<file path="config.mk">
export PLATFORM = sky130hd
export DESIGN_NAME = utf8_to_ascii_transliterator_flat
export DESIGN_NICKNAME = d
export VERILOG_FILES = /design/src/hdl/u2a_pkg.sv /design/src/hdl/u2a_ifs.sv /design/src/hdl/u2a_front.sv /design/src/hdl/u2a_queue.sv /design/src/hdl/u2a_back.sv /design/src/hdl/utf8_to_ascii_transliterator.sv /design/src/flat_wrapper.sv
export SDC_FILE = /design/constraint.sdc
export NUM_CORES = 1
export LEC_CHECK = 0
export BUFFER_PORTS_ARGS = -buffer_cell sky130_fd_sc_hd__buf_2
export CAP_MARGIN = 10
export CORE_MARGIN = 8
export CORE_UTILIZATION = 55
export DETAILED_ROUTE_END_ITERATION = 10
export GPL_TIMING_DRIVEN = 0
export PLACE_DENSITY_LB_ADDON = 0.2
export SYNTH_ARGS = -nofsm -noshare
export SYNTH_HDL_FRONTEND = slang
export SYNTH_SLANG_ARGS = --single-unit
</file>
<file path="constraint.sdc">
create_clock -name i_clk -period 7.15 [get_ports i_clk]
set_input_delay 0.3575 -clock i_clk [delete_from_list [all_inputs] [get_ports i_clk]]
set_output_delay 0.3575 -clock i_clk [all_outputs]
set_load 0.05 [all_outputs]
</file>
<file path="src/hdl/u2a_pkg.sv">
// ----------------------------------------------------------------------------
// u2a_pkg
// Shared types, constants and the substitution table of the UTF-8 to ASCII
// transliterator.
// ----------------------------------------------------------------------------
package u2a_pkg;

    localparam int CNT_W     = 16;
    localparam int CAP_W     = 16;
    localparam int CHAR_W    = 7;
    localparam int BYTE_W    = 8;
    localparam int CP_W      = 21;
    localparam int MAX_SUB   = 4;
    localparam int SUB_IW    = $clog2(MAX_SUB);
    localparam int SUB_LEN_W = SUB_IW + 1;
    localparam int Q_DEPTH   = 4;
    localparam int Q_AW      = $clog2(Q_DEPTH);
    localparam int CFG_IDX_W = 1;

    localparam logic [32:0]       CNT_MAX   = (33'd1 << CNT_W) - 33'd1;
    localparam logic [CAP_W-1:0]  CAP_RESET = CAP_W'(256);

    localparam logic [CHAR_W-1:0] CH_NUL   = 7'h00;
    localparam logic [CHAR_W-1:0] CH_TAB   = 7'h09;
    localparam logic [CHAR_W-1:0] CH_LF    = 7'h0A;
    localparam logic [CHAR_W-1:0] CH_CR    = 7'h0D;
    localparam logic [CHAR_W-1:0] CH_SPACE = 7'h20;
    localparam logic [CHAR_W-1:0] CH_QMARK = 7'h3F;

    typedef enum logic [CFG_IDX_W-1:0] {
        REG_KEEP_LB  = 1'b0,
        REG_CAPACITY = 1'b1
    } t_reg_idx;

    typedef struct packed {
        logic             keep_lb;
        logic [CAP_W-1:0] capacity;
    } t_cfg;

    typedef struct packed {
        logic [MAX_SUB-1:0][CHAR_W-1:0] chars;
        logic [SUB_LEN_W-1:0]           len;
    } t_sub;

    // one queue entry: the characters one byte produced, plus terminator flag
    typedef struct packed {
        logic [MAX_SUB-1:0][CHAR_W-1:0] chars;
        logic [SUB_LEN_W-1:0]           n_chars;
        logic                           term;
    } t_rec;

    function automatic t_sub mk_sub(input logic [SUB_LEN_W-1:0] len,
                                    input logic [BYTE_W-1:0] a,
                                    input logic [BYTE_W-1:0] b,
                                    input logic [BYTE_W-1:0] c,
                                    input logic [BYTE_W-1:0] d);
        t_sub s;
        s.len      = len;
        s.chars[0] = a[CHAR_W-1:0];
        s.chars[1] = b[CHAR_W-1:0];
        s.chars[2] = c[CHAR_W-1:0];
        s.chars[3] = d[CHAR_W-1:0];
        return s;
    endfunction

    function automatic t_sub subst(input logic [CP_W-1:0] cp);
        t_sub s;
        case (cp)
            21'h2013:                            s = mk_sub(3'd1, "-", 8'h0, 8'h0, 8'h0);
            21'h2014:                            s = mk_sub(3'd2, "-", "-", 8'h0, 8'h0);
            21'h2018, 21'h2019, 21'h201A, 21'h201B:
                                                 s = mk_sub(3'd1, "'", 8'h0, 8'h0, 8'h0);
            21'h201C, 21'h201D, 21'h201E, 21'h201F:
                                                 s = mk_sub(3'd1, "\"", 8'h0, 8'h0, 8'h0);
            21'h2026:                            s = mk_sub(3'd3, ".", ".", ".", 8'h0);
            21'h2022, 21'h00B7, 21'h2219:        s = mk_sub(3'd1, "*", 8'h0, 8'h0, 8'h0);
            21'h2190:                            s = mk_sub(3'd2, "<", "-", 8'h0, 8'h0);
            21'h2192:                            s = mk_sub(3'd2, "-", ">", 8'h0, 8'h0);
            21'h2191:                            s = mk_sub(3'd1, "^", 8'h0, 8'h0, 8'h0);
            21'h2193, 21'h2713, 21'h2714:        s = mk_sub(3'd1, "v", 8'h0, 8'h0, 8'h0);
            21'h00A0:                            s = mk_sub(3'd1, " ", 8'h0, 8'h0, 8'h0);
            21'h00AB:                            s = mk_sub(3'd2, "<", "<", 8'h0, 8'h0);
            21'h00BB:                            s = mk_sub(3'd2, ">", ">", 8'h0, 8'h0);
            21'h2717, 21'h2718, 21'h2715, 21'h00D7:
                                                 s = mk_sub(3'd1, "x", 8'h0, 8'h0, 8'h0);
            21'h00A9:                            s = mk_sub(3'd3, "(", "c", ")", 8'h0);
            21'h00AE:                            s = mk_sub(3'd3, "(", "R", ")", 8'h0);
            21'h2122:                            s = mk_sub(3'd4, "(", "T", "M", ")");
            21'h00B0:                            s = mk_sub(3'd3, "d", "e", "g", 8'h0);
            21'h00B1:                            s = mk_sub(3'd3, "+", "/", "-", 8'h0);
            21'h00F7:                            s = mk_sub(3'd1, "/", 8'h0, 8'h0, 8'h0);
            default:                             s = mk_sub(3'd1, "?", 8'h0, 8'h0, 8'h0);
        endcase
        return s;
    endfunction

endpackage

</file>
<file path="src/hdl/u2a_ifs.sv">
// ----------------------------------------------------------------------------
// u2a_ifs
// Valid/ready channel interfaces: byte input, character output, config write.
// ----------------------------------------------------------------------------
interface u2a_byte_if;
    logic                         valid;
    logic                         ready;
    logic [u2a_pkg::BYTE_W-1:0]   in_byte;

    modport source (output valid, output in_byte, input ready);
    modport sink   (input valid, input in_byte, output ready);
endinterface

interface u2a_char_if;
    logic                         valid;
    logic                         ready;
    logic [u2a_pkg::CHAR_W-1:0]   out_char;
    logic                         is_terminator;
    logic                         last_of_run;

    modport source (output valid, output out_char, output is_terminator,
                    output last_of_run, input ready);
    modport sink   (input valid, input out_char, input is_terminator,
                    input last_of_run, output ready);
endinterface

interface u2a_cfg_if;
    logic                           valid;
    logic                           ready;
    logic [u2a_pkg::CFG_IDX_W-1:0]  index;
    logic [u2a_pkg::CAP_W-1:0]      data;

    modport source (output valid, output index, output data, input ready);
    modport sink   (input valid, input index, input data, output ready);
endinterface

</file>
<file path="src/hdl/u2a_front.sv">
// ----------------------------------------------------------------------------
// u2a_front
// UTF-8 decode state, classification of each byte and capacity limiting.
// Produces one queue entry per byte that yields characters or a terminator.
// ----------------------------------------------------------------------------
module u2a_front (
    input  logic                       i_clk,
    input  logic                       i_rst_n,
    input  u2a_pkg::t_cfg              i_cfg,
    input  logic                       i_accept,
    input  logic [u2a_pkg::BYTE_W-1:0] i_byte,
    output logic                       o_push,
    output u2a_pkg::t_rec              o_rec
);
    import u2a_pkg::*;

    typedef struct packed {
        logic              ok;
        logic [CHAR_W-1:0] ch;
    } t_chr;

    function automatic t_chr ascii_map(input logic [CHAR_W-1:0] v, input logic keep);
        t_chr r;
        r.ok = 1'b1;
        r.ch = v;
        if (keep && (v == CH_LF || v == CH_CR)) begin
            r.ch = v;
        end else if (v == CH_LF || v == CH_CR || v == CH_TAB) begin
            r.ch = CH_SPACE;
        end else if (v < CH_SPACE) begin
            r.ok = 1'b0;
        end
        return r;
    endfunction

    logic [CP_W-1:0]                r_pend, n_pend;
    logic [1:0]                     r_rem, n_rem;
    logic [CNT_W-1:0]               r_cnt, n_cnt;

    logic                           cont;
    logic [CP_W-1:0]                cp_next;
    t_chr                           lead_ch;
    logic [1:0]                     lead_rem;
    logic [CP_W-1:0]                lead_pend;
    t_chr                           cp_ch;
    t_sub                           sub;
    logic [MAX_SUB-1:0][CHAR_W-1:0] raw_chars;
    logic [SUB_LEN_W-1:0]           raw_n;
    logic                           term;
    logic [CAP_W-1:0]               cap_m1;
    logic [CNT_W-1:0]               lim;
    logic [CNT_W-1:0]               room;
    logic [SUB_LEN_W-1:0]           n_emit;

    assign cont    = (i_byte[7:6] == 2'b10);
    assign cp_next = {r_pend[CP_W-7:0], i_byte[5:0]};

    // lead byte classification
    always_comb begin
        lead_ch   = '{ok: 1'b1, ch: CH_QMARK};
        lead_rem  = 2'd0;
        lead_pend = '0;
        if (!i_byte[7]) begin
            lead_ch = ascii_map(i_byte[CHAR_W-1:0], i_cfg.keep_lb);
        end else if (i_byte[7:5] == 3'b110) begin
            lead_ch.ok = 1'b0;
            lead_rem   = 2'd1;
            lead_pend  = CP_W'(i_byte[4:0]);
        end else if (i_byte[7:4] == 4'b1110) begin
            lead_ch.ok = 1'b0;
            lead_rem   = 2'd2;
            lead_pend  = CP_W'(i_byte[3:0]);
        end else if (i_byte[7:3] == 5'b11110) begin
            lead_ch.ok = 1'b0;
            lead_rem   = 2'd3;
            lead_pend  = CP_W'(i_byte[2:0]);
        end
    end

    // completed code point
    always_comb begin
        cp_ch = ascii_map(cp_next[CHAR_W-1:0], i_cfg.keep_lb);
        if (cp_next < CP_W'(8'h80)) begin
            sub          = '0;
            sub.chars[0] = cp_ch.ch;
            sub.len      = cp_ch.ok ? SUB_LEN_W'(1) : SUB_LEN_W'(0);
        end else begin
            sub = subst(cp_next);
        end
    end

    always_comb begin
        raw_chars = '0;
        raw_n     = '0;
        term      = 1'b0;
        n_pend    = r_pend;
        n_rem     = r_rem;
        if (i_byte == '0) begin
            if (r_rem != 2'd0) begin
                raw_chars[0] = CH_QMARK;
                raw_n        = SUB_LEN_W'(1);
            end
            term   = 1'b1;
            n_pend = '0;
            n_rem  = 2'd0;
        end else if (r_rem != 2'd0 && cont) begin
            n_pend = cp_next;
            n_rem  = r_rem - 2'd1;
            if (r_rem == 2'd1) begin
                raw_chars = sub.chars;
                raw_n     = sub.len;
                n_pend    = '0;
            end
        end else if (r_rem != 2'd0) begin
            raw_chars[0] = CH_QMARK;
            raw_chars[1] = lead_ch.ch;
            raw_n        = lead_ch.ok ? SUB_LEN_W'(2) : SUB_LEN_W'(1);
            n_pend       = lead_pend;
            n_rem        = lead_rem;
        end else begin
            raw_chars[0] = lead_ch.ch;
            raw_n        = lead_ch.ok ? SUB_LEN_W'(1) : SUB_LEN_W'(0);
            n_pend       = lead_pend;
            n_rem        = lead_rem;
        end
    end

    // capacity limit
    always_comb begin
        cap_m1 = (i_cfg.capacity == '0) ? '0 : i_cfg.capacity - CAP_W'(1);
        lim    = (33'(cap_m1) > CNT_MAX) ? CNT_W'(CNT_MAX) : CNT_W'(cap_m1);
        room   = lim - r_cnt;
        if (lim <= r_cnt) begin
            n_emit = '0;
        end else if (room >= CNT_W'(raw_n)) begin
            n_emit = raw_n;
        end else begin
            n_emit = room[SUB_LEN_W-1:0];
        end
        n_cnt = term ? '0 : r_cnt + CNT_W'(n_emit);
    end

    assign o_push        = i_accept && (n_emit != '0 || term);
    assign o_rec.chars   = raw_chars;
    assign o_rec.n_chars = n_emit;
    assign o_rec.term    = term;

    always_ff @(posedge i_clk) begin
        if (!i_rst_n) begin
            r_pend <= '0;
            r_rem  <= 2'd0;
            r_cnt  <= '0;
        end else if (i_accept) begin
            r_pend <= n_pend;
            r_rem  <= n_rem;
            r_cnt  <= n_cnt;
        end
    end

endmodule

</file>
<file path="src/hdl/u2a_queue.sv">
// ----------------------------------------------------------------------------
// u2a_queue
// Short FIFO of per-byte entries between the decoder and the serializer.
// ----------------------------------------------------------------------------
module u2a_queue (
    input  logic          i_clk,
    input  logic          i_rst_n,
    input  logic          i_push,
    input  u2a_pkg::t_rec i_wdata,
    input  logic          i_pop,
    output u2a_pkg::t_rec o_rdata,
    output logic          o_full,
    output logic          o_empty
);
    import u2a_pkg::*;

    t_rec            r_mem [Q_DEPTH];
    logic [Q_AW-1:0] r_wp, n_wp;
    logic [Q_AW-1:0] r_rp, n_rp;
    logic [Q_AW:0]   r_cnt, n_cnt;

    assign o_full  = (r_cnt == (Q_AW+1)'(Q_DEPTH));
    assign o_empty = (r_cnt == '0);
    assign o_rdata = r_mem[r_rp];

    always_comb begin
        n_wp  = r_wp;
        n_rp  = r_rp;
        n_cnt = r_cnt;
        if (i_push) begin
            n_wp = (r_wp == Q_AW'(Q_DEPTH-1)) ? '0 : r_wp + Q_AW'(1);
        end
        if (i_pop) begin
            n_rp = (r_rp == Q_AW'(Q_DEPTH-1)) ? '0 : r_rp + Q_AW'(1);
        end
        if (i_push && !i_pop) begin
            n_cnt = r_cnt + (Q_AW+1)'(1);
        end else if (!i_push && i_pop) begin
            n_cnt = r_cnt - (Q_AW+1)'(1);
        end
    end

    always_ff @(posedge i_clk) begin
        if (i_push) begin
            r_mem[r_wp] <= i_wdata;
        end
    end

    always_ff @(posedge i_clk) begin
        if (!i_rst_n) begin
            r_wp  <= '0;
            r_rp  <= '0;
            r_cnt <= '0;
        end else begin
            r_wp  <= n_wp;
            r_rp  <= n_rp;
            r_cnt <= n_cnt;
        end
    end

endmodule

</file>
<file path="src/hdl/u2a_back.sv">
// ----------------------------------------------------------------------------
// u2a_back
// Serializes queue entries into one character per cycle while the receiver is
// ready, through an output register; marks the terminator and the last character of each byte.
// ----------------------------------------------------------------------------
module u2a_back (
    input  logic                       i_clk,
    input  logic                       i_rst_n,
    input  u2a_pkg::t_rec              i_head,
    input  logic                       i_empty,
    output logic                       o_pop,
    input  logic                       i_ready,
    output logic                       o_valid,
    output logic [u2a_pkg::CHAR_W-1:0] o_char,
    output logic                       o_term,
    output logic                       o_last
);
    import u2a_pkg::*;

    logic [SUB_LEN_W-1:0] r_idx;
    logic                 r_valid;
    logic [CHAR_W-1:0]    r_char;
    logic                 r_term;
    logic                 r_last;

    logic [SUB_LEN_W-1:0] total;
    logic                 is_last;
    logic                 is_char;
    logic                 load;

    assign total   = i_head.n_chars + SUB_LEN_W'(i_head.term);
    assign is_last = (r_idx == total - SUB_LEN_W'(1));
    assign is_char = (r_idx < i_head.n_chars);
    assign load    = !i_empty && (!r_valid || i_ready);
    assign o_pop   = load && is_last;

    always_ff @(posedge i_clk) begin
        if (!i_rst_n) begin
            r_valid <= 1'b0;
            r_idx   <= '0;
        end else if (load) begin
            r_valid <= 1'b1;
            r_idx   <= is_last ? '0 : r_idx + SUB_LEN_W'(1);
        end else if (i_ready) begin
            r_valid <= 1'b0;
        end
    end

    always_ff @(posedge i_clk) begin
        if (load) begin
            r_char <= is_char ? i_head.chars[r_idx[SUB_IW-1:0]] : CH_NUL;
            r_term <= !is_char;
            r_last <= is_last;
        end
    end

    assign o_valid = r_valid;
    assign o_char  = r_char;
    assign o_term  = r_term;
    assign o_last  = r_last;

endmodule

</file>
<file path="src/hdl/utf8_to_ascii_transliterator.sv">
// ----------------------------------------------------------------------------
// utf8_to_ascii_transliterator
// UTF-8 byte stream in, printable ASCII characters out.
//
// i_in takes one UTF-8 byte per item; a zero byte ends the string and
// yields a terminator item (out_char 0, is_terminator 1). o_out gives one
// character per item; last_of_run marks the final item caused by a byte.
// i_cfg writes keep_line_breaks (index 0) and output_capacity (index 1); it
// is always ready and the user must write it only while the block is idle;
// the block does not enforce this. The decoder takes one byte per cycle while
// the queue is not full; the output side gives one character per cycle while
// the receiver is ready, and a byte that expands to more than one character
// holds its queue entry until all of them are out. A 4-entry queue between
// the two absorbs expansion; the decoder stalls (i_in.ready low) only when
// it is full. A stalled receiver holds o_out and backs up into the queue,
// then into i_in. Reset clears the decode state, the queue and the output
// register and restores keep_line_breaks = 0, output_capacity = 256.
// ----------------------------------------------------------------------------
module utf8_to_ascii_transliterator (
    input  logic        i_clk,
    input  logic        i_rst_n,
    u2a_byte_if.sink    i_in,
    u2a_char_if.source  o_out,
    u2a_cfg_if.sink     i_cfg
);
    import u2a_pkg::*;

    logic             r_keep_lb;
    logic [CAP_W-1:0] r_capacity;
    t_cfg             cfg;
    logic             in_accept;
    logic             q_push;
    logic             q_pop;
    logic             q_full;
    logic             q_empty;
    t_rec             q_wdata;
    t_rec             q_rdata;

    assign i_cfg.ready = 1'b1;

    always_ff @(posedge i_clk) begin
        if (!i_rst_n) begin
            r_keep_lb  <= 1'b0;
            r_capacity <= CAP_RESET;
        end else if (i_cfg.valid) begin
            case (t_reg_idx'(i_cfg.index))
                REG_KEEP_LB:  r_keep_lb  <= i_cfg.data[0];
                REG_CAPACITY: r_capacity <= i_cfg.data;
                default:      ;
            endcase
        end
    end

    assign cfg.keep_lb  = r_keep_lb;
    assign cfg.capacity = r_capacity;

    assign i_in.ready = !q_full;
    assign in_accept  = i_in.valid && !q_full;

    u2a_front u_front (
        .i_clk    (i_clk),
        .i_rst_n  (i_rst_n),
        .i_cfg    (cfg),
        .i_accept (in_accept),
        .i_byte   (i_in.in_byte),
        .o_push   (q_push),
        .o_rec    (q_wdata)
    );

    u2a_queue u_queue (
        .i_clk   (i_clk),
        .i_rst_n (i_rst_n),
        .i_push  (q_push),
        .i_wdata (q_wdata),
        .i_pop   (q_pop),
        .o_rdata (q_rdata),
        .o_full  (q_full),
        .o_empty (q_empty)
    );

    u2a_back u_back (
        .i_clk   (i_clk),
        .i_rst_n (i_rst_n),
        .i_head  (q_rdata),
        .i_empty (q_empty),
        .o_pop   (q_pop),
        .i_ready (o_out.ready),
        .o_valid (o_out.valid),
        .o_char  (o_out.out_char),
        .o_term  (o_out.is_terminator),
        .o_last  (o_out.last_of_run)
    );

    a_term_closes_run: assert property (@(posedge i_clk) disable iff (!i_rst_n)
        o_out.valid && o_out.is_terminator |-> o_out.last_of_run && o_out.out_char == CH_NUL)
        else $error("terminator without last_of_run or with nonzero char");

    a_printable: assert property (@(posedge i_clk) disable iff (!i_rst_n)
        o_out.valid && !o_out.is_terminator |->
            o_out.out_char >= CH_SPACE || o_out.out_char == CH_LF || o_out.out_char == CH_CR)
        else $error("control character emitted");

    a_end_queued: assert property (@(posedge i_clk) disable iff (!i_rst_n)
        i_in.valid && i_in.ready && i_in.in_byte == '0 |=> !q_empty)
        else $error("end of string did not queue a terminator");

    a_no_overflow: assert property (@(posedge i_clk) disable iff (!i_rst_n)
        q_full |-> !q_push)
        else $error("push into full queue");

endmodule

</file>
<file path="src/flat_wrapper.sv">
// flat-port wrapper written by rule: the top's interface ports become plain ports
module utf8_to_ascii_transliterator_flat import u2a_pkg::*;
  (i_clk, i_rst_n, i_in_valid, i_in_in_byte, i_in_ready, o_out_valid, o_out_out_char, o_out_is_terminator, o_out_last_of_run, o_out_ready, i_cfg_valid, i_cfg_index, i_cfg_data, i_cfg_ready);
  u2a_byte_if i_in_i ();
  u2a_char_if o_out_i ();
  u2a_cfg_if i_cfg_i ();
  input  logic i_clk;
  input  logic i_rst_n;
  input wire logic [$bits(i_in_i.valid)-1:0] i_in_valid;
  input wire logic [$bits(i_in_i.in_byte)-1:0] i_in_in_byte;
  output wire logic [$bits(i_in_i.ready)-1:0] i_in_ready;
  output wire logic [$bits(o_out_i.valid)-1:0] o_out_valid;
  output wire logic [$bits(o_out_i.out_char)-1:0] o_out_out_char;
  output wire logic [$bits(o_out_i.is_terminator)-1:0] o_out_is_terminator;
  output wire logic [$bits(o_out_i.last_of_run)-1:0] o_out_last_of_run;
  input wire logic [$bits(o_out_i.ready)-1:0] o_out_ready;
  input wire logic [$bits(i_cfg_i.valid)-1:0] i_cfg_valid;
  input wire logic [$bits(i_cfg_i.index)-1:0] i_cfg_index;
  input wire logic [$bits(i_cfg_i.data)-1:0] i_cfg_data;
  output wire logic [$bits(i_cfg_i.ready)-1:0] i_cfg_ready;
  assign i_in_i.valid = i_in_valid;
  assign i_in_i.in_byte = i_in_in_byte;
  assign i_in_ready = i_in_i.ready;
  assign o_out_valid = o_out_i.valid;
  assign o_out_out_char = o_out_i.out_char;
  assign o_out_is_terminator = o_out_i.is_terminator;
  assign o_out_last_of_run = o_out_i.last_of_run;
  assign o_out_i.ready = o_out_ready;
  assign i_cfg_i.valid = i_cfg_valid;
  assign i_cfg_i.index = i_cfg_index;
  assign i_cfg_i.data = i_cfg_data;
  assign i_cfg_ready = i_cfg_i.ready;
  utf8_to_ascii_transliterator u_core (.i_clk(i_clk), .i_rst_n(i_rst_n), .i_in(i_in_i), .o_out(o_out_i), .i_cfg(i_cfg_i));
endmodule
</file>
==> results.json, run 1 <==
{
  "track_usage": 0.222,
  "p_total_uw": 3040,
  "async_reset_ff_frac": 0,
  "synth_edf_count": 109,
  "max-vdd-ir-drop_mv": 0.213,
  "worstMarginPinSlew_ns": 1.12,
  "ctsHoldBuffers": 0,
  "crit_slowest_cell": "a2111oi_2",
  "yosys.area_share.adder": 0.0530,
  "fmax_mhz": 152,
  "viasPerCell": 6.11,
  "area_growth_pct": 11.2,
  "critPathMaxFanout": 10,
  "seq_area_um2": 4530,
  "final_area_um2": 11000,
  "grt_pass1_wl_um": 39200,
  "hold_ws_ns": 0.156,
  "cts.sinks": 172,
  "crit_path_start_kind": "register",
  "die_x_um": 150,
  "cts_buffers": 17,
  "p_leak_uw": 0.00387,
  "clock_power_share": 0.296,
  "comb_power_share": 0.300,
  "ys_ff_latch": 172,
  "antenna_found_initial": 0,
  "p_sw_uw": 1070,
  "hold_class": "input pin to register",
  "avgSynthCellArea_um2": 10.1,
  "endpoint_kind": "register",
  "p_sw_frac": 0.351,
  "critPathMaxStageDelay_ns": 0.67,
  "ios": 42,
  "final_nets": 1103,
  "grt_pass1_vias": 7403,
  "first_pass_iters": 6,
  "status": "completed",
  "final-hold-violation-count": 0,
  "clk_pin_slew_ns": 0.07,
  "p_int_uw": 1970,
  "ant_nets": 0,
  "power_density_nw_per_um2": 277,
  "synth-seq-area-share": 0.460,
  "fp.dieH_um": 150,
  "multi_input_area_um2": 5010,
  "drv_cap": 0,
  "start_util": 0.555,
  "synth_area_um2": 9870,
  "muxShareOfSynthArea": 0.0742,
  "rrSetupSlack_ns": 0.55,
  "synth_compound_area_frac": 0.133,
  "finalSetupViolations": 0,
  "final_common_cell": "edfxtp_1",
  "synth_top_family_by_area": "simple AND/OR/NAND/NOR gates",
  "path_class": "register to register",
  "wl_per_cell_um": 19.1,
  "grt_start_max_net_pins": 26,
  "hold_path_end": "u_core.r_capacity[8]",
  "h-tree-depth": 4,
  "min_period_over_period": 0.922,
  "min_from": "i_cfg_data[8]",
  "place_congestion": 0.950,
  "holdPathStages": 3,
  "cp.arrival_ns": 6.96,
  "clkLatencyLatePin_ns": 0.44,
  "placed_cell_area_um2": 10300,
  "antenna_cells": 0,
  "layout_common_cells": "edfxtp_1, nor2_1, nand2_1",
  "synth_xor_xnor_area_share": 0.0311,
  "fill_cells": 1497,
  "fin_crit_ns": 6.60,
  "synth_warnings": 0,
  "route.detailed.drc": 0,
  "r2r_end": "u_core.u_queue.r_cnt[2]",
  "clock_skew_ns": 0.0134,
  "layout-drive-gt1-share": 0.130,
  "finalSetupTns_ns": 0,
  "worst_slew_margin_rel": 0.245,
  "dieArea_um2": 22500,
  "synthSimpleGateAreaFrac": 0.211,
  "yosysUniqueCellTypes": 78,
  "rows": 49,
  "rsz0062_at_grt": "false",
  "grt-ovfl-total": 0,
  "worst-endpoint-required_ns": 7.52,
  "dp_hpwl_um": 17700,
  "coreArea_um2": 17800,
  "drtIter0Drc": 582,
  "r2r_cells": 27,
  "p_seq_frac": 0.403,
  "vias": 7787,
  "critPathBufInv": 5,
  "numPortBuffers": 35,
  "cts_root_buf": "clkbuf_16",
  "cts_tree": "built",
  "rr_startpoint": "u_core.u_front.r_pend[0]",
  "synthCells": 977,
  "wirelength_um": 24300,
  "synth-main-ff-cell": "edfxtp_1",
  "slew_viol_final": 0,
  "critical_path.top_delay_family": "simple AND/OR/NAND/NOR gates",
  "clock_path_buffers": 2,
  "syn-num-nets": 1047
}
## cells by family after synthesis
family                     count (synthesis)
AOI/OAI and AO/OA                        202
xor gates and xnor gates                  35
adders and majority gates                 40
buffers and inverters                     91
DFF                                      172
muxes                                     43
other                                      1
and+or+nand+nor                          393
## metrics by stage
stage	instances	util	worst slack, ns
2_1_floorplan	977	-	0.962
3_3_place_gp	1241	0.581	-0.315
3_5_place_dp	1241	0.581	-0.451
4_1_cts	1273	0.614	0.130
5_1_grt	1275	0.617	0.0438
6_report	1275	0.617	0.554
## power groups by stage
stage               Clock, µW  Sequential [µW]  Combinational, µW
finish                    901             1230                913
global route              947             1240               1010
CTS                       910             1230                914
detailed placement          0             1250                906
global placement            0             1240                889
floorplan                   0             1340                593
## final cells by class
cell class                 count  area share
inverter                      45      0.0154
multi-input combinational    714       0.457
clock buffer                  18      0.0391
timing repair buffer          37      0.0173
clock inverter                14      0.0136
buffer                        46      0.0181
sequential                   172       0.413
tap                          229      0.0261
## what timing repair did
item	CTS	global route
resized for setup	2	11
setup buffers	0	2
endpoints found under the hold margin	0	0
pin swaps	0	1
endpoints found under the setup margin	11	14
## registers in the layout, summed over array words and instances (netlist names), named ones only
signal / cells
u_core.r_keep_lb: 1
u_core.r_capacity: 16
u_core.u_front.r_pend: 15
u_core.u_front.r_rem: 2
u_core.u_queue.r_mem: 100
u_core.u_back.o_char: 7
u_core.u_back.o_valid: 1
u_core.u_back.r_idx: 3
u_core.u_queue.r_rp: 2
u_core.u_back.o_last: 1
u_core.u_front.r_cnt: 16
u_core.u_queue.r_cnt: 3
u_core.u_queue.r_wp: 2
u_core.u_back.o_term: 1
## cell usage after synthesis (11+ instances only)
cell      number  share of area
o21ai_0       33          0.017
nand4_1       17          0.011
a21oi_1       67          0.034
nor2b_1       35          0.022
mux4_2        24          0.055
nand2_1       91          0.035
nor3_1        33          0.017
inv_1         44          0.017
mux2i_1       18          0.018
a22oi_1       18          0.014
ha_1          37          0.047
nor2_1        94          0.036
clkbuf_1      34          0.013
xnor2_1       27          0.024
nand3_1       26          0.013
edfxtp_1     109           0.33
nand2b_1      15         0.0095
dfxtp_1       63           0.13
a21boi_0      19          0.014
and2_1        11         0.0070
## layer usage
layer	track usage	up-vias	wire, µm
li1	-	3734	-
met1	0.303	3755	11000
met2	0.354	264	11500
met3	0.0414	34	1390
met4	0.0655	0	330
met5	0	-	0
## worst reg2reg max path: stages (launching register included)
cell and delay [ns]:
dfxtp_1 0.31, clkbuf_2 0.22, nor4b_2 0.49, nand4_1 0.16, a2111oi_2 0.67, or4b_1 0.21
nor4b_1 0.07, o21a_1 0.22, or2_2 0.33, ha_1 0.27, or3b_2 0.45, o211ai_1 0.14
o2111ai_1 0.15, nor4_1 0.32, nand3_1 0.11, nor4_1 0.25, nand4_1 0.12, buf_4 0.19
buf_4 0.14, mux2i_1 0.13, o21a_2 0.24, inv_2 0.11, ha_1 0.19, inv_1 0.06
fa_1 0.37, xor2_1 0.16, or3_1 0.31, a21boi_0 0.16
## worst max-delay path by stage
| stage | to | from | cells past startpoint |
|---|---|---|---|
| after floorplan | u_core.u_front.r_cnt[13] | u_core.r_capacity[2] | 25 |
| after global placement | u_core.u_front.r_cnt[15] | u_core.r_capacity[0] | 26 |
| after detailed placement | u_core.u_front.r_cnt[13] | u_core.r_capacity[0] | 26 |
| after CTS | u_core.u_front.r_cnt[12] | u_core.r_capacity[0] | 28 |
| after global routing | u_core.u_queue.r_cnt[2] | u_core.r_capacity[2] | 28 |
| final | u_core.u_queue.r_cnt[2] | u_core.u_front.r_pend[0] | 27 |
No activity file was read; power rests on OpenSTA's default activity.
==> run 2, diff against run 1 <==
--- a/config.mk
+++ b/config.mk
@@ -8,7 +8,7 @@
 export BUFFER_PORTS_ARGS = -buffer_cell sky130_fd_sc_hd__buf_2
 export CAP_MARGIN = 10
 export CORE_MARGIN = 8
-export CORE_UTILIZATION = 55
+export CORE_UTILIZATION = 60
 export DETAILED_ROUTE_END_ITERATION = 10
 export GPL_TIMING_DRIVEN = 0
 export PLACE_DENSITY_LB_ADDON = 0.2
==> run 2 against run 1 <==
  * Sequential power hardly changed
  * Clock skew down 0.0030 ns
  * Global-route usage is 2.1 points higher
  * Critical endpoint is now u_core.u_front.r_cnt[12]
  * Combinational power about the same
  * Final cell count shrank 0.78%
  * Largest power group unchanged
==> results.json, run 2 (same netlist as run 1, synthesis figures left out) <==
{
  "max-vdd-ir-drop_mv": 0.187,
  "cts.sinks": 172,
  "crit_path_start_kind": "register",
  "path_class": "register to register",
  "dp_hpwl_um": 17600,
  "worstMarginPinSlew_ns": 1.10,
  "clock_path_buffers": 2,
  "cts_root_buf": "clkbuf_16",
  "coreArea_um2": 16300,
  "rows": 47,
  "largest_reg_flops": 100,
  "p_sw_uw": 1040,
  "hold_ws_ns": 0.163,
  "final_nets": 1102,
  "fp.dieH_um": 144,
  "top_regs": "u_core.u_queue.r_mem x100, u_core.r_capacity x16, u_core.u_front.r_cnt x16",
  "cts_tree": "built",
  "finalSetupViolations": 0,
  "layout_common_cells": "edfxtp_1, nor2_1, nand2_1",
  "area_growth_pct": 10.9,
  "min_period_over_period": 0.952,
  "first_pass_iters": 6,
  "critPathMaxFanout": 10,
  "grt_pass1_wl_um": 39200,
  "final_common_cell": "edfxtp_1",
  "viasPerCell": 6.15,
  "clkLatencyLatePin_ns": 0.42,
  "fill_cells": 1360,
  "drv_cap": 0,
  "route.detailed.drc": 0,
  "wirelength_um": 24600,
  "clock_skew_ns": 0.0104,
  "wl_per_cell_um": 19.4,
  "ctsHoldBuffers": 0,
  "status": "completed",
  "fin_cells": 1265,
  "p_seq_frac": 0.403,
  "crit_slowest_cell": "or4b_1",
  "h-tree-depth": 4,
  "ios": 42,
  "clk_pin_slew_ns": 0.07,
  "critPathMaxStageDelay_ns": 0.53,
  "slew_viol_final": 0,
  "hold_class": "input pin to register",
  "worst-endpoint-required_ns": 7.45,
  "fmax_mhz": 147,
  "endpoint_kind": "register",
  "die_x_um": 144,
  "grt-ovfl-total": 0,
  "start_util": 0.603,
  "antenna_found_initial": 0,
  "critical_path.top_delay_family": "simple AND/OR/NAND/NOR gates",
  "multi_input_area_um2": 5000,
  "top_register": "u_core.u_queue.r_mem",
  "dieArea_um2": 20800,
  "grt_pass1_vias": 7423,
  "numPortBuffers": 35,
  "p_leak_uw": 0.00386,
  "rsz0062_at_grt": "false",
  "power_density_nw_per_um2": 278,
  "fin_crit_ns": 6.81,
  "seq_area_um2": 4530,
  "vias": 7780,
  "track_usage": 0.243,
  "antenna_cells": 0,
  "dpl.cell_count": 1232,
  "cts_buffers": 17,
  "final-hold-violation-count": 0,
  "cp.arrival_ns": 7.11,
  "worst_slew_margin_rel": 0.261,
  "drtIter0Drc": 771,
  "ant_nets": 0,
  "layout-drive-gt1-share": 0.127,
  "critPathBufInv": 2,
  "place_congestion": 0.961,
  "clock_power_share": 0.298,
  "p_sw_frac": 0.342,
  "grt_start_max_net_pins": 26,
  "cp_common_cell": "nor2_1",
  "p_int_uw": 2000,
  "comb_power_share": 0.299
}
[run 2: changes by cell type in the layout (fill, tap and decap cells not counted)]
cell,before,now
nor4_2,2,3
clkinv_4,3,1
nor4_4,4,3
clkinv_2,0,1
clkinv_1,0,1
clkbuf_1,32,33
buf_4,3,2
clkbuf_2,3,2
clkinv_8,2,1
inv_8,5,4
inv_6,3,4
bufinv_16,0,1
[run 2: path summary, 6_finish.rpt]
kind / startpoint / to / slack [ns] / cells past startpoint
worst max-delay path: u_core.u_front.r_pend[1] / u_core.u_front.r_cnt[12] / 0.34 / 27
worst min-delay path: i_cfg_data[8] / u_core.r_capacity[8] / 0.16 / 3
worst max register to register: u_core.u_front.r_pend[1] / u_core.u_front.r_cnt[12] / 0.34 / 27
worst min register to register: u_core.u_front.r_rem[1] / u_core.u_front.r_rem[1] / 0.47 / 2
[run 2: layer usage]
layer  global-route usage  part of all wire  vias to the layer above  wire length, µm
met3               0.0482             0.071                       47             1750
met4               0.0816             0.022                        0              544
met2                0.396              0.48                      311            11800
met5                    0                 0                        -                0
met1                0.319              0.43                     3696            10500
li1                     -                 -                     3726                -
[run 2: what timing repair did]
item,CTS,global route
gates cloned,0,0
gates resized for setup,3,7
buffers inserted,0,1
endpoints found under the setup margin,11,14
pin swaps,0,1
[run 2: area by class of cell]
class                   count  area share
well taps                 220      0.0252
plain buffers              46      0.0181
inverters                  45      0.0154
multi-input cells         714       0.457
flip-flops and latches    172       0.414
repair buffers             36      0.0167
clock buffers              18      0.0392
clock inverters            14      0.0138
[run 2: power groups by stage]
stage	Sequential [µW]	Clock [µW]	Combinational, µW
2_1_floorplan	1340	0	593
3_3_place_gp	1240	0	885
3_5_place_dp	1250	0	899
4_1_cts	1230	919	910
5_1_grt	1240	954	1000
6_report	1230	907	911
[run 2: worst reg2reg max path, stage by stage (launching register included)]
cell and delay, ns:
dfxtp_1 0.35, clkbuf_1 0.44, nor2_1 0.15, and4_1 0.21
a32oi_2 0.44, or4b_1 0.53, nor4b_1 0.46, o21a_1 0.22
or2_2 0.15, ha_1 0.22, or3b_2 0.46, o211ai_1 0.14
o2111ai_1 0.15, nor4_1 0.29, nand3_1 0.10, nor4_1 0.27
nand4_1 0.13, buf_4 0.20, nor2_1 0.10, a21oi_1 0.05
nor2_1 0.34, ha_1 0.28, fa_1 0.22, a21oi_1 0.14
nor3_2 0.30, nand3_1 0.14, xnor2_1 0.16, nor2_1 0.05
[run 2: through the flow]
| stage | utilization | area (µm²) | power [µW] | setup TNS [ns] | setup WS, ns |
|---|---|---|---|---|---|
| 6_report | 0.669 | 10900 | 3050 | 0 | 0.340 |
| 2_1_floorplan | - | 9870 | 1930 | 0 | 0.962 |
| 5_1_grt | 0.669 | 10900 | 3190 | 0 | 0.0428 |
| 4_1_cts | 0.668 | 10900 | 3060 | 0 | 0.0909 |
| 3_5_place_dp | 0.631 | 10300 | 2150 | -3.32 | -0.430 |
| 3_3_place_gp | 0.631 | 10300 | 2130 | -1.43 | -0.251 |
